**config.mk**
```make
export PLATFORM = sky130hd
export DESIGN_NAME = aml_s5_package_scanner_core
export DESIGN_NICKNAME = d
export VERILOG_FILES = /design/src/rtl/aml_s5_pkg.sv /design/src/rtl/aml_s5_in_stage.sv /design/src/rtl/aml_s5_parser.sv /design/src/rtl/aml_s5_out_stage.sv /design/src/rtl/aml_s5_package_scanner_core.sv
export SDC_FILE = /design/constraint.sdc
export NUM_CORES = 1
export LEC_CHECK = 0
export BUFFER_PORTS_ARGS = -buffer_cell sky130_fd_sc_hd__buf_2
export CORE_UTILIZATION = 60
export DETAILED_ROUTE_END_ITERATION = 7
export PLACE_DENSITY = 0.86
export SLEW_MARGIN = 20
export SYNTH_ARGS = -nofsm -noshare
export SYNTH_HDL_FRONTEND = slang
export SYNTH_SLANG_ARGS = --single-unit
```
**constraint.sdc**
```tcl
create_clock -name clk -period 3.57 [get_ports clk]
set_input_delay 0.714 -clock clk [delete_from_list [all_inputs] [get_ports clk]]
set_output_delay 0.714 -clock clk [all_outputs]
set_load 0.03 [all_outputs]
```
**src/rtl/aml_s5_pkg.sv**
```systemverilog
// ---------------------------------------------------------------------------
// aml_s5_pkg
// Types, opcodes and element decode shared by the _S5_ package scanner.
// ---------------------------------------------------------------------------
package aml_s5_pkg;

    // AML bytes
    localparam logic [7:0]  PKG_OP    = 8'h12;
    localparam logic [7:0]  CHAR_US   = 8'h5F;
    localparam logic [23:0] WINDOW_S5 = 24'h5F5335;   // "_S5" newest byte low

    // element opcodes
    localparam logic [7:0] OP_ZERO = 8'h00;
    localparam logic [7:0] OP_ONE  = 8'h01;
    localparam logic [7:0] OP_BYTE = 8'h0A;
    localparam logic [7:0] OP_WORD = 8'h0B;
    localparam logic [7:0] OP_ONES = 8'hFF;

    // parse phases, one-hot
    typedef enum logic [13:0] {
        PH_SEARCH = 14'h0001,
        PH_OPCODE = 14'h0002,
        PH_LEAD   = 14'h0004,
        PH_EXTRA  = 14'h0008,
        PH_COUNT  = 14'h0010,
        PH_A_OP   = 14'h0020,
        PH_A_BYTE = 14'h0040,
        PH_A_WLO  = 14'h0080,
        PH_A_WHI  = 14'h0100,
        PH_B_OP   = 14'h0200,
        PH_B_BYTE = 14'h0400,
        PH_B_WLO  = 14'h0800,
        PH_B_WHI  = 14'h1000,
        PH_DONE   = 14'h2000
    } phase_t;

    // data bytes that follow an element opcode
    typedef enum logic [1:0] {
        LEN_NONE = 2'd0,
        LEN_BYTE = 2'd1,
        LEN_WORD = 2'd2
    } elem_len_t;

    // one input word
    typedef struct packed {
        logic [7:0] data;
        logic       last;
    } in_word_t;

    // one result word
    typedef struct packed {
        logic        found;
        logic [15:0] sleep_a;
        logic [15:0] sleep_b;
    } result_t;

    // immediate value of an element opcode
    function automatic logic [15:0] op_value(input logic [7:0] op);
        logic [15:0] v;
        unique case (op)
            OP_ONE:  v = 16'h0001;
            OP_ONES: v = 16'hFFFF;
            default: v = 16'h0000;
        endcase
        return v;
    endfunction

    // trailing data length of an element opcode
    function automatic elem_len_t op_len(input logic [7:0] op);
        elem_len_t l;
        unique case (op)
            OP_BYTE: l = LEN_BYTE;
            OP_WORD: l = LEN_WORD;
            default: l = LEN_NONE;
        endcase
        return l;
    endfunction

endpackage

```
**src/rtl/aml_s5_in_stage.sv**
```systemverilog
// ---------------------------------------------------------------------------
// aml_s5_in_stage
// Input register: holds one byte word until the parser consumes it.
// ---------------------------------------------------------------------------
module aml_s5_in_stage
    import aml_s5_pkg::*;
(
    input  logic     clk,
    input  logic     rst_n,
    input  logic     in_valid,
    output logic     in_ready,
    input  in_word_t in_word,
    input  logic     take,        // parser consumes the held word
    output logic     held_valid,
    output in_word_t held_word
);

    logic     valid_reg;
    logic     valid_next;
    in_word_t word_reg;

    // free when empty or when the held word leaves this cycle
    assign in_ready   = !valid_reg || take;
    assign valid_next = in_ready ? in_valid : valid_reg;

    always_ff @(posedge clk or negedge rst_n)
    begin
        if (!rst_n)
        begin
            valid_reg <= 1'b0;
        end
        else
        begin
            valid_reg <= valid_next;
        end
    end

    // payload, no reset
    always_ff @(posedge clk)
    begin
        if (in_valid && in_ready)
        begin
            word_reg <= in_word;
        end
    end

    assign held_valid = valid_reg;
    assign held_word  = word_reg;

endmodule

```
**src/rtl/aml_s5_parser.sv**
```systemverilog
// ---------------------------------------------------------------------------
// aml_s5_parser
// Byte-wise _S5_ search and package element decode, one byte per cycle while fire is high.
// ---------------------------------------------------------------------------
module aml_s5_parser
    import aml_s5_pkg::*;
(
    input  logic     clk,
    input  logic     rst_n,
    input  logic     fire,        // consume word this cycle
    input  in_word_t word,
    output result_t  result       // outcome if word is the last one
);

    phase_t      phase_reg,  phase_next;
    logic [23:0] recent_reg, recent_next;
    logic [1:0]  skip_reg,   skip_next;
    logic [15:0] first_reg,  first_next;
    logic [15:0] second_reg, second_next;
    logic        done_reg,   done_next;

    // next state for the current byte
    always_comb
    begin
        phase_next  = phase_reg;
        skip_next   = skip_reg;
        first_next  = first_reg;
        second_next = second_reg;
        done_next   = done_reg;
        recent_next = {recent_reg[15:0], word.data};

        unique case (phase_reg)
            PH_SEARCH:
            begin
                if (recent_reg == WINDOW_S5 && word.data == CHAR_US)
                begin
                    phase_next = PH_OPCODE;
                end
            end
            PH_OPCODE:
            begin
                phase_next = (word.data == PKG_OP && !word.last) ? PH_LEAD : PH_SEARCH;
            end
            PH_LEAD:
            begin
                // lead byte bits 7:6 give the extra length bytes
                skip_next  = word.data[7:6];
                phase_next = (word.data[7:6] != 2'd0) ? PH_EXTRA : PH_COUNT;
            end
            PH_EXTRA:
            begin
                skip_next = skip_reg - 2'd1;
                if (skip_reg == 2'd1)
                begin
                    phase_next = PH_COUNT;
                end
            end
            PH_COUNT:
            begin
                phase_next = PH_A_OP;
            end
            PH_A_OP:
            begin
                first_next = op_value(word.data);
                unique case (op_len(word.data))
                    LEN_BYTE: phase_next = PH_A_BYTE;
                    LEN_WORD: phase_next = PH_A_WLO;
                    default:  phase_next = PH_B_OP;
                endcase
            end
            PH_A_BYTE:
            begin
                first_next = {8'd0, word.data};
                phase_next = PH_B_OP;
            end
            PH_A_WLO:
            begin
                first_next = {8'd0, word.data};
                phase_next = PH_A_WHI;
            end
            PH_A_WHI:
            begin
                first_next = {word.data, first_reg[7:0]};
                phase_next = PH_B_OP;
            end
            PH_B_OP:
            begin
                second_next = op_value(word.data);
                unique case (op_len(word.data))
                    LEN_BYTE: phase_next = PH_B_BYTE;
                    LEN_WORD: phase_next = PH_B_WLO;
                    default:
                    begin
                        phase_next = PH_DONE;
                        done_next  = 1'b1;
                    end
                endcase
            end
            PH_B_BYTE:
            begin
                second_next = {8'd0, word.data};
                phase_next  = PH_DONE;
                done_next   = 1'b1;
            end
            PH_B_WLO:
            begin
                second_next = {8'd0, word.data};
                phase_next  = PH_B_WHI;
            end
            PH_B_WHI:
            begin
                second_next = {word.data, second_reg[7:0]};
                phase_next  = PH_DONE;
                done_next   = 1'b1;
            end
            PH_DONE:
            begin
                // later bytes ignored until the last one
            end
            default:
            begin
                phase_next = phase_reg;
            end
        endcase
    end

    // outcome as seen after this byte
    assign result.found   = done_next;
    assign result.sleep_a = done_next ? first_next  : 16'd0;
    assign result.sleep_b = done_next ? second_next : 16'd0;

    // state update; the last byte returns everything to reset
    always_ff @(posedge clk or negedge rst_n)
    begin
        if (!rst_n)
        begin
            phase_reg  <= PH_SEARCH;
            recent_reg <= 24'd0;
            skip_reg   <= 2'd0;
            first_reg  <= 16'd0;
            second_reg <= 16'd0;
            done_reg   <= 1'b0;
        end
        else if (fire)
        begin
            if (word.last)
            begin
                phase_reg  <= PH_SEARCH;
                recent_reg <= 24'd0;
                skip_reg   <= 2'd0;
                first_reg  <= 16'd0;
                second_reg <= 16'd0;
                done_reg   <= 1'b0;
            end
            else
            begin
                phase_reg  <= phase_next;
                recent_reg <= recent_next;
                skip_reg   <= skip_next;
                first_reg  <= first_next;
                second_reg <= second_next;
                done_reg   <= done_next;
            end
        end
    end

endmodule

```
**src/rtl/aml_s5_out_stage.sv**
```systemverilog
// ---------------------------------------------------------------------------
// aml_s5_out_stage
// Result register: holds one result word until the receiver takes it.
// ---------------------------------------------------------------------------
module aml_s5_out_stage
    import aml_s5_pkg::*;
(
    input  logic    clk,
    input  logic    rst_n,
    input  logic    load,         // new result this cycle
    input  result_t load_word,
    output logic    free,         // a result can be loaded this cycle
    output logic    out_valid,
    input  logic    out_ready,
    output result_t out_word
);

    logic    valid_reg;
    logic    valid_next;
    result_t word_reg;

    assign free = !valid_reg || out_ready;

    always_comb
    begin
        if (load)
        begin
            valid_next = 1'b1;
        end
        else if (out_ready)
        begin
            valid_next = 1'b0;
        end
        else
        begin
            valid_next = valid_reg;
        end
    end

    always_ff @(posedge clk or negedge rst_n)
    begin
        if (!rst_n)
        begin
            valid_reg <= 1'b0;
        end
        else
        begin
            valid_reg <= valid_next;
        end
    end

    // payload, no reset
    always_ff @(posedge clk)
    begin
        if (load)
        begin
            word_reg <= load_word;
        end
    end

    assign out_valid = valid_reg;
    assign out_word  = word_reg;

endmodule

```
**src/rtl/aml_s5_package_scanner_core.sv**
```systemverilog
// ---------------------------------------------------------------------------
// aml_s5_package_scanner_core
// Scans one ACPI table body for the _S5_ package and reports its two values.
// ---------------------------------------------------------------------------
// Usage:
//   Input channel (in_valid / in_ready, data_byte, last_byte) carries one
//   body byte per word; last_byte marks the final byte of a table.
//   Output channel (out_valid / out_ready, found, sleep_type_a,
//   sleep_type_b) carries one word per table, sent after its last byte.
//   Throughput is one byte per cycle unless a last byte waits for the result
//   register; the parser state machine handles each byte in a single step
//   between the input and result registers, and out_valid rises when the result is registered.
//   Only a last byte needs room in the result register: while the receiver
//   stalls, non-last bytes keep flowing, and a last byte waits in the
//   input register until the pending result is taken.
//   The result reflects the first _S5_ package of the table; sleep types
//   read 0 when found is 0. After the last byte the parser returns to its
//   reset state, ready for the next table.
//   Reset (rst_n low) empties both registers and clears the parser.
// ---------------------------------------------------------------------------
module aml_s5_package_scanner_core
    import aml_s5_pkg::*;
(
    input  logic        clk,
    input  logic        rst_n,
    input  logic        in_valid,
    output logic        in_ready,
    input  logic [7:0]  data_byte,
    input  logic        last_byte,
    output logic        out_valid,
    input  logic        out_ready,
    output logic        found,
    output logic [15:0] sleep_type_a,
    output logic [15:0] sleep_type_b
);

    in_word_t in_word;
    in_word_t held_word;
    logic     held_valid;
    logic     fire;
    logic     out_free;
    result_t  step_result;
    result_t  out_word;

    assign in_word.data = data_byte;
    assign in_word.last = last_byte;

    // a last byte needs a free result slot
    assign fire = held_valid && (!held_word.last || out_free);

    aml_s5_in_stage u_in (
        .clk        (clk),
        .rst_n      (rst_n),
        .in_valid   (in_valid),
        .in_ready   (in_ready),
        .in_word    (in_word),
        .take       (fire),
        .held_valid (held_valid),
        .held_word  (held_word)
    );

    aml_s5_parser u_parser (
        .clk    (clk),
        .rst_n  (rst_n),
        .fire   (fire),
        .word   (held_word),
        .result (step_result)
    );

    aml_s5_out_stage u_out (
        .clk       (clk),
        .rst_n     (rst_n),
        .load      (fire && held_word.last),
        .load_word (step_result),
        .free      (out_free),
        .out_valid (out_valid),
        .out_ready (out_ready),
        .out_word  (out_word)
    );

    assign found        = out_word.found;
    assign sleep_type_a = out_word.sleep_a;
    assign sleep_type_b = out_word.sleep_b;

endmodule

```
# Yosys cells after proc, flatten, opt, wreduce, memory -nomap -nowiden
# Cells that the tools add are included.
# op_classes
addsub	1
n_eq_ne	27
n_mux	24
reduce_logical	22
# op_table
operator	count
14-bit case mux with 11 select lines	1
16-bit case mux with 3 select lines	2
14-bit two-way mux	3
16-bit two-way mux	2
16-bit case mux with 2 select lines	1
14-bit case mux with 2 select lines	1
24-bit by 23-bit equality test with 1-bit output (second input constant)	1
24-bit two-way mux	1
10-bit case mux with 2 select lines	1
8-bit by 4-bit equality test with 1-bit output (second input constant)	2
14-bit by 1-bit equality test with 1-bit output (second input constant)	1
14-bit by 10-bit equality test with 1-bit output (second input constant)	1
14-bit by 11-bit equality test with 1-bit output (second input constant)	1
14-bit by 12-bit equality test with 1-bit output (second input constant)	1
14-bit by 13-bit equality test with 1-bit output (second input constant)	1
14-bit by 2-bit equality test with 1-bit output (second input constant)	1
14-bit by 3-bit equality test with 1-bit output (second input constant)	1
14-bit by 4-bit equality test with 1-bit output (second input constant)	1
14-bit by 5-bit equality test with 1-bit output (second input constant)	1
14-bit by 6-bit equality test with 1-bit output (second input constant)	1
14-bit by 7-bit equality test with 1-bit output (second input constant)	1
14-bit by 8-bit equality test with 1-bit output (second input constant)	1
14-bit by 9-bit equality test with 1-bit output (second input constant)	1
12-bit nonzero test	1
other kinds (22)	45
# word_totals
ff_bits	117
inputBits	13
out_inout_bits	35
word_cells	87

# Longest topological paths before layout
# depth
ltp_word	8
depth_mapped	10
ltp_nobuf	8

# Cells and area by module
# From an unflattened synthesis, not the netlist that was laid out.
# unflattened
hier_cells	563
hier_area_um2	5958.2
# modules_own_cells
module	instances	cells_each	area_per_inst_um2	seq_area_each_um2
aml_s5_parser	1	511	4576.9	1828.0
aml_s5_out_stage	1	36	1038.5	1016.0
aml_s5_in_stage	1	13	324.1	295.3
aml_s5_package_scanner_core	1	3	18.8	0.0

# Worst setup path after synthesis
# No wires, ideal clock.
# synth_timing
kind	reg-to-reg
startpoint	register u_in.word_reg, in the netlist u_in.held_word[8]
endpoint	register u_out.word_reg, in the netlist u_out.out_word[0], data pin
setup_time_ns	0.266
t_arrival_ns	2.474
required_time_ns	3.304
setup_slack_ns	0.830
stages_incl_launch_ff	11
n_path_buf	2
period_less_slack_ns	2.740
cell_sequence	edfxtp_1 -> clkbuf_1 -> or4_1 -> nor2_1 -> nand4_1 -> ha_1 -> a32oi_1 -> nor2_1 -> nor2_1 -> clkbuf_1 -> nor2_1
# synth_between
elab_chain_len	7
elab_cells_between_ends	13
classes_between	eq/ne: 6; mux: 6; reduce/logical: 1
# synth_rtl
item	line_no	text
from (decl)	aml_s5_in_stage.sv:20	in_word_t word_reg;
from (signal assigned)	aml_s5_in_stage.sv:43	word_reg <= in_word;
8-bit by 4-bit equality test with 1-bit output	aml_s5_pkg.sv:71	unique case (op)
2-bit case mux with 2 select lines	aml_s5_pkg.sv:71	
2-bit two-way mux	aml_s5_parser.sv:32	unique case (phase_reg)
2-bit by 1-bit equality test with 1-bit output / 2-bit equality test (equally long branches)	aml_s5_parser.sv:89	unique case (op_len(word.data))
2-bit OR reduction (no source line)	-	
1-bit two-way mux	aml_s5_parser.sv:89	
1-bit case mux with 2 select lines	aml_s5_parser.sv:32	
to (signal assigned)	aml_s5_out_stage.sv:57	word_reg <= load_word;
to (decl)	aml_s5_out_stage.sv:20	result_t word_reg;
# Several ways; a longest one is shown, not always the timed one. The select of a mux whose other input is x is not followed.
# A chain may end at the register's enable or synchronous reset.

# Final worst setup path
# layout_timing
startpoint	register u_in.word_reg, in the netlist u_in.held_word[6]
endpoint	register u_out.word_reg, in the netlist u_out.out_word[24], data pin
# The elaborated chain is that of the path after synthesis.

==> run metrics <==
insertion delay to the later sink of the worst-skew pair=0.52 ns; Adder-Cell Fraction of Synth Area=0.653%; syn_nets=602; starting density of the core=62.0%; Clk pwr share=46.6%; Power Dens Cells=556 mW/mm^2; Crit. Startpoint=u_in.held_word[6]$_DFFE_PP_; ANT cells=0; Worst Tran Pin Value=1.08 ns; Synth top area share=32.2%; Warnings, synthesis=0; initial antenna violation count=0; Filler cells=635; Data arrival, critical path=3.23 ns; buffers added on ports=47; combinational cell fraction of total power=11.2%; WHS=0.334 ns; Post-Synth Simple-Gate Area=24.0%; PostCTS Resize Cnt=0; outcome=finished clean; switching pwr=1050 uW; Synth Cell Area=0.00575 mm^2; Placed Instances=727; Worst Setup Start Kind=flop; full die area=0.00998 mm^2; hold crit path type=in2async; max_slew headroom=27.7%; Die H=99.9 um; nets@finish=633; XOR/XNOR Fraction of Synth Area=1.37%; f_max=336 MHz; Bufs on Longest Clock Path=2; Area growth syn-to-layout=14.9%; Inserted Clock Buffers=17; DR iter-0 viols=505; Clock transition at path regs=0.07 ns; multiplexer share of the synthesized area=0.805%; non-filler cells, final=759; power share of the sequential group=42.2%; CTS Hold Bufs=0; Seq/Total Area, Yosys=54.6%; die span in x=99.9 um; largest cells by area after synthesis=dfrtp_1, edfxtp_1, nand2_1; vias in the first global route=4644; Post-synth EDFFs=42; RSZ-0062 raised after global routing=no; maxcap violations=0; Seq cells post-synth=117; DRC errors left=0; CP endpoint kind=flop; Syn Area/Cell=9.82 um^2; Power Internal=2630 uW; # clock sinks=117; largest net degree at the start of global routing=41; P_leak=0.00274 uW; setup slack, reg-to-reg=0.59 ns; row count=35; post-synth cell types=65; Final setup viols=0; DRT Pass-1 Iters=5; largest fanout on the critical path=33; Routability Congestion=0.990; I/O Pins=48; CP endpoint=u_out.out_word[24]$_SDFFCE_PN0P_; Sum Neg Setup Slack=0 ns; number of flip-flops in the largest register=33; total wire length=13900 um; area leader, netlist=dfrtp_1; ys async rst share=64.1%; H-tree levels=4; R2R Path End=u_out.out_word[24]$_SDFFCE_PN0P_; largest family of logic cells by synthesized area=simple AND/OR/NAND/NOR gates; Setup Buffers After CTS=0; core region area=0.00928 mm^2; Max Clock Skew=0.0132 ns; Hold Fails Final Rpt=0; crit path time final=2.98 ns; Compound-Gate Fraction of Synth Area=14.2%; CTS root buf=clkbuf_8; Max Slew Vio Count=0; WL/cell=18.3 um; Switching Share=28.6%; required time of the critical path=3.82 ns; dpl hpwl=8920 um; vias per cell=6.19; CTS tree=yes; first-pass GRT wire length=23000 um; Post-Syn Instances=586; Antenna Nets Post-Route=0; FF-to-FF Start=u_in.held_word[6]$_DFFE_PP_; critical path class=reg2reg; Total Routing Usage GR=30.3%; worst reg-to-reg path cell count=8; Congestion Overflow GR=0; layout cell share with drive strength beyond 1=17.0%; Vias=4700; Synth Flop Type=dfrtp_1; part of the cycle the worst path needs=83.4%; Peak supply drop=0.443 mV
## cells in the final DEF, fill, tap and decap left out, drive strengths merged, types with 3 or more instances in the layout
master | synthesis | layout
inv | 10 | 18
nor3 | 8 | 8
o21ai | 51 | 51
nor4 | 11 | 11
ha | 3 | 3
nor3b | 3 | 3
dfrtp | 74 | 74
nand4b | 3 | 3
nor4b | 5 | 5
buf | 16 | 55
nand3b | 24 | 24
or4 | 4 | 4
nand2 | 122 | 122
clkbuf | 27 | 17
nor2b | 3 | 3
and3 | 5 | 5
and2 | 6 | 6
nand2b | 7 | 7
a21oi | 67 | 67
clkinv | 0 | 4
edfxtp | 42 | 42
and4b | 3 | 3
a21o | 6 | 6
nor2 | 29 | 29
nand3 | 8 | 8
nand4 | 7 | 7
xor2 | 7 | 7
o31ai | 3 | 3
## synthesized netlist by cell type, types with 2 or more instances
cell	count
edfxtp_1	42
and4b_1	3
and3_1	4
nand4b_1	3
nor4b_1	4
or3_1	2
o31a_1	2
xnor2_1	2
a21oi_1	67
nor4_4	4
o41ai_1	2
a211oi_1	2
nand4_1	7
nand3b_1	24
buf_6	4
nor3_1	7
clkbuf_1	26
nor2b_1	3
a22o_1	2
ha_1	3
inv_1	10
a21o_2	2
dfrtp_1	74
o32ai_1	2
nor4_1	7
nand3_1	7
o21ai_0	40
xor2_1	7
buf_2	9
nand2b_1	7
nand2_1	121
or4_1	4
mux2i_1	2
and2_1	5
buf_1	2
nor2_1	28
o21ai_1	11
nor3b_1	2
a32o_1	2
a21o_1	4
o31ai_1	3
## how the worst min path moves through the flow
stage	cells past startpoint	endpoint	start	slack (ns)
global placement	2	u_parser.recent_reg[22]$_DFFE_PN0P_	u_parser.recent_reg[22]$_DFFE_PN0P_	0.44
finish	1	u_out.out_valid$_DFFE_PN0P_	rst_n	0.33
floorplan	0	u_in.held_valid$_DFFE_PN0N_	rst_n	0.42
global route	1	u_in.held_word[0]$_DFFE_PP_	last_byte	0.36
detailed placement	2	u_parser.recent_reg[23]$_DFFE_PN0P_	u_parser.recent_reg[23]$_DFFE_PN0P_	0.45
CTS	1	u_in.held_word[0]$_DFFE_PP_	last_byte	0.36
## routing by layer
metal / vias up / track usage, % / wire (um)
met5: - / 0 / 0
met4: 0 / 16.2 / 531
met3: 52 / 6.89 / 1140
met2: 259 / 48.5 / 6730
met1: 2245 / 38.5 / 5480
li1: 2144 / - / -
## cells by family (layout without fill, tap and decap cells)
group	after synthesis	in the layout
and+or+nand+nor	255	255
muxes	4	4
xor gates and xnor gates	9	9
buffers and inverters	53	97
AOI/OAI and AO/OA	145	145
DFF	117	117
adders and majority gates	3	3
## layout make-up
| class | count | area (um^2) | share of cell area [%] |
|---|---|---|---|
| Sequential cell | 117 | 3140 | 47.5 |
| Multi-Input combinational cell | 416 | 2360 | 35.7 |
| Clock buffer | 17 | 414 | 6.27 |
| Timing Repair Buffer | 55 | 308 | 4.66 |
| Clock inverter | 15 | 188 | 2.84 |
| Tap cell | 129 | 161 | 2.44 |
| Inverter | 10 | 37.5 | 0.568 |
## power groups by stage
| stage | clock network [uW] | registers [uW] | logic (uW) |
|---|---|---|---|
| final | 1710 | 1550 | 413 |
| after global routing | 1780 | 1560 | 455 |
| after CTS | 1720 | 1550 | 410 |
| after detailed placement | 0 | 1570 | 401 |
| after global placement | 0 | 1570 | 389 |
| after floorplan | 0 | 1550 | 319 |
## stage by stage
step                setup slack, ns  area, um^2  util, %  total power [uW]
floorplan                     0.830        5750        -              1870
detailed placement            0.732        6010     64.7              1970
global placement              0.875        6010     64.7              1960
CTS                           0.618        6610     71.2              3680
finish                        0.594        6610     71.2              3680
global route                  0.461        6610     71.2              3800
## worst max-delay path, cell delays in order (launching register included)
cell	delay, ns
edfxtp_1	0.53
or4_1	0.62
nor4_1	0.37
ha_1	0.32
a32oi_1	0.22
nor2_1	0.12
nor2_2	0.08
buf_4	0.33
a21oi_1	0.09
No activity file was read; power rests on OpenSTA's default activity.
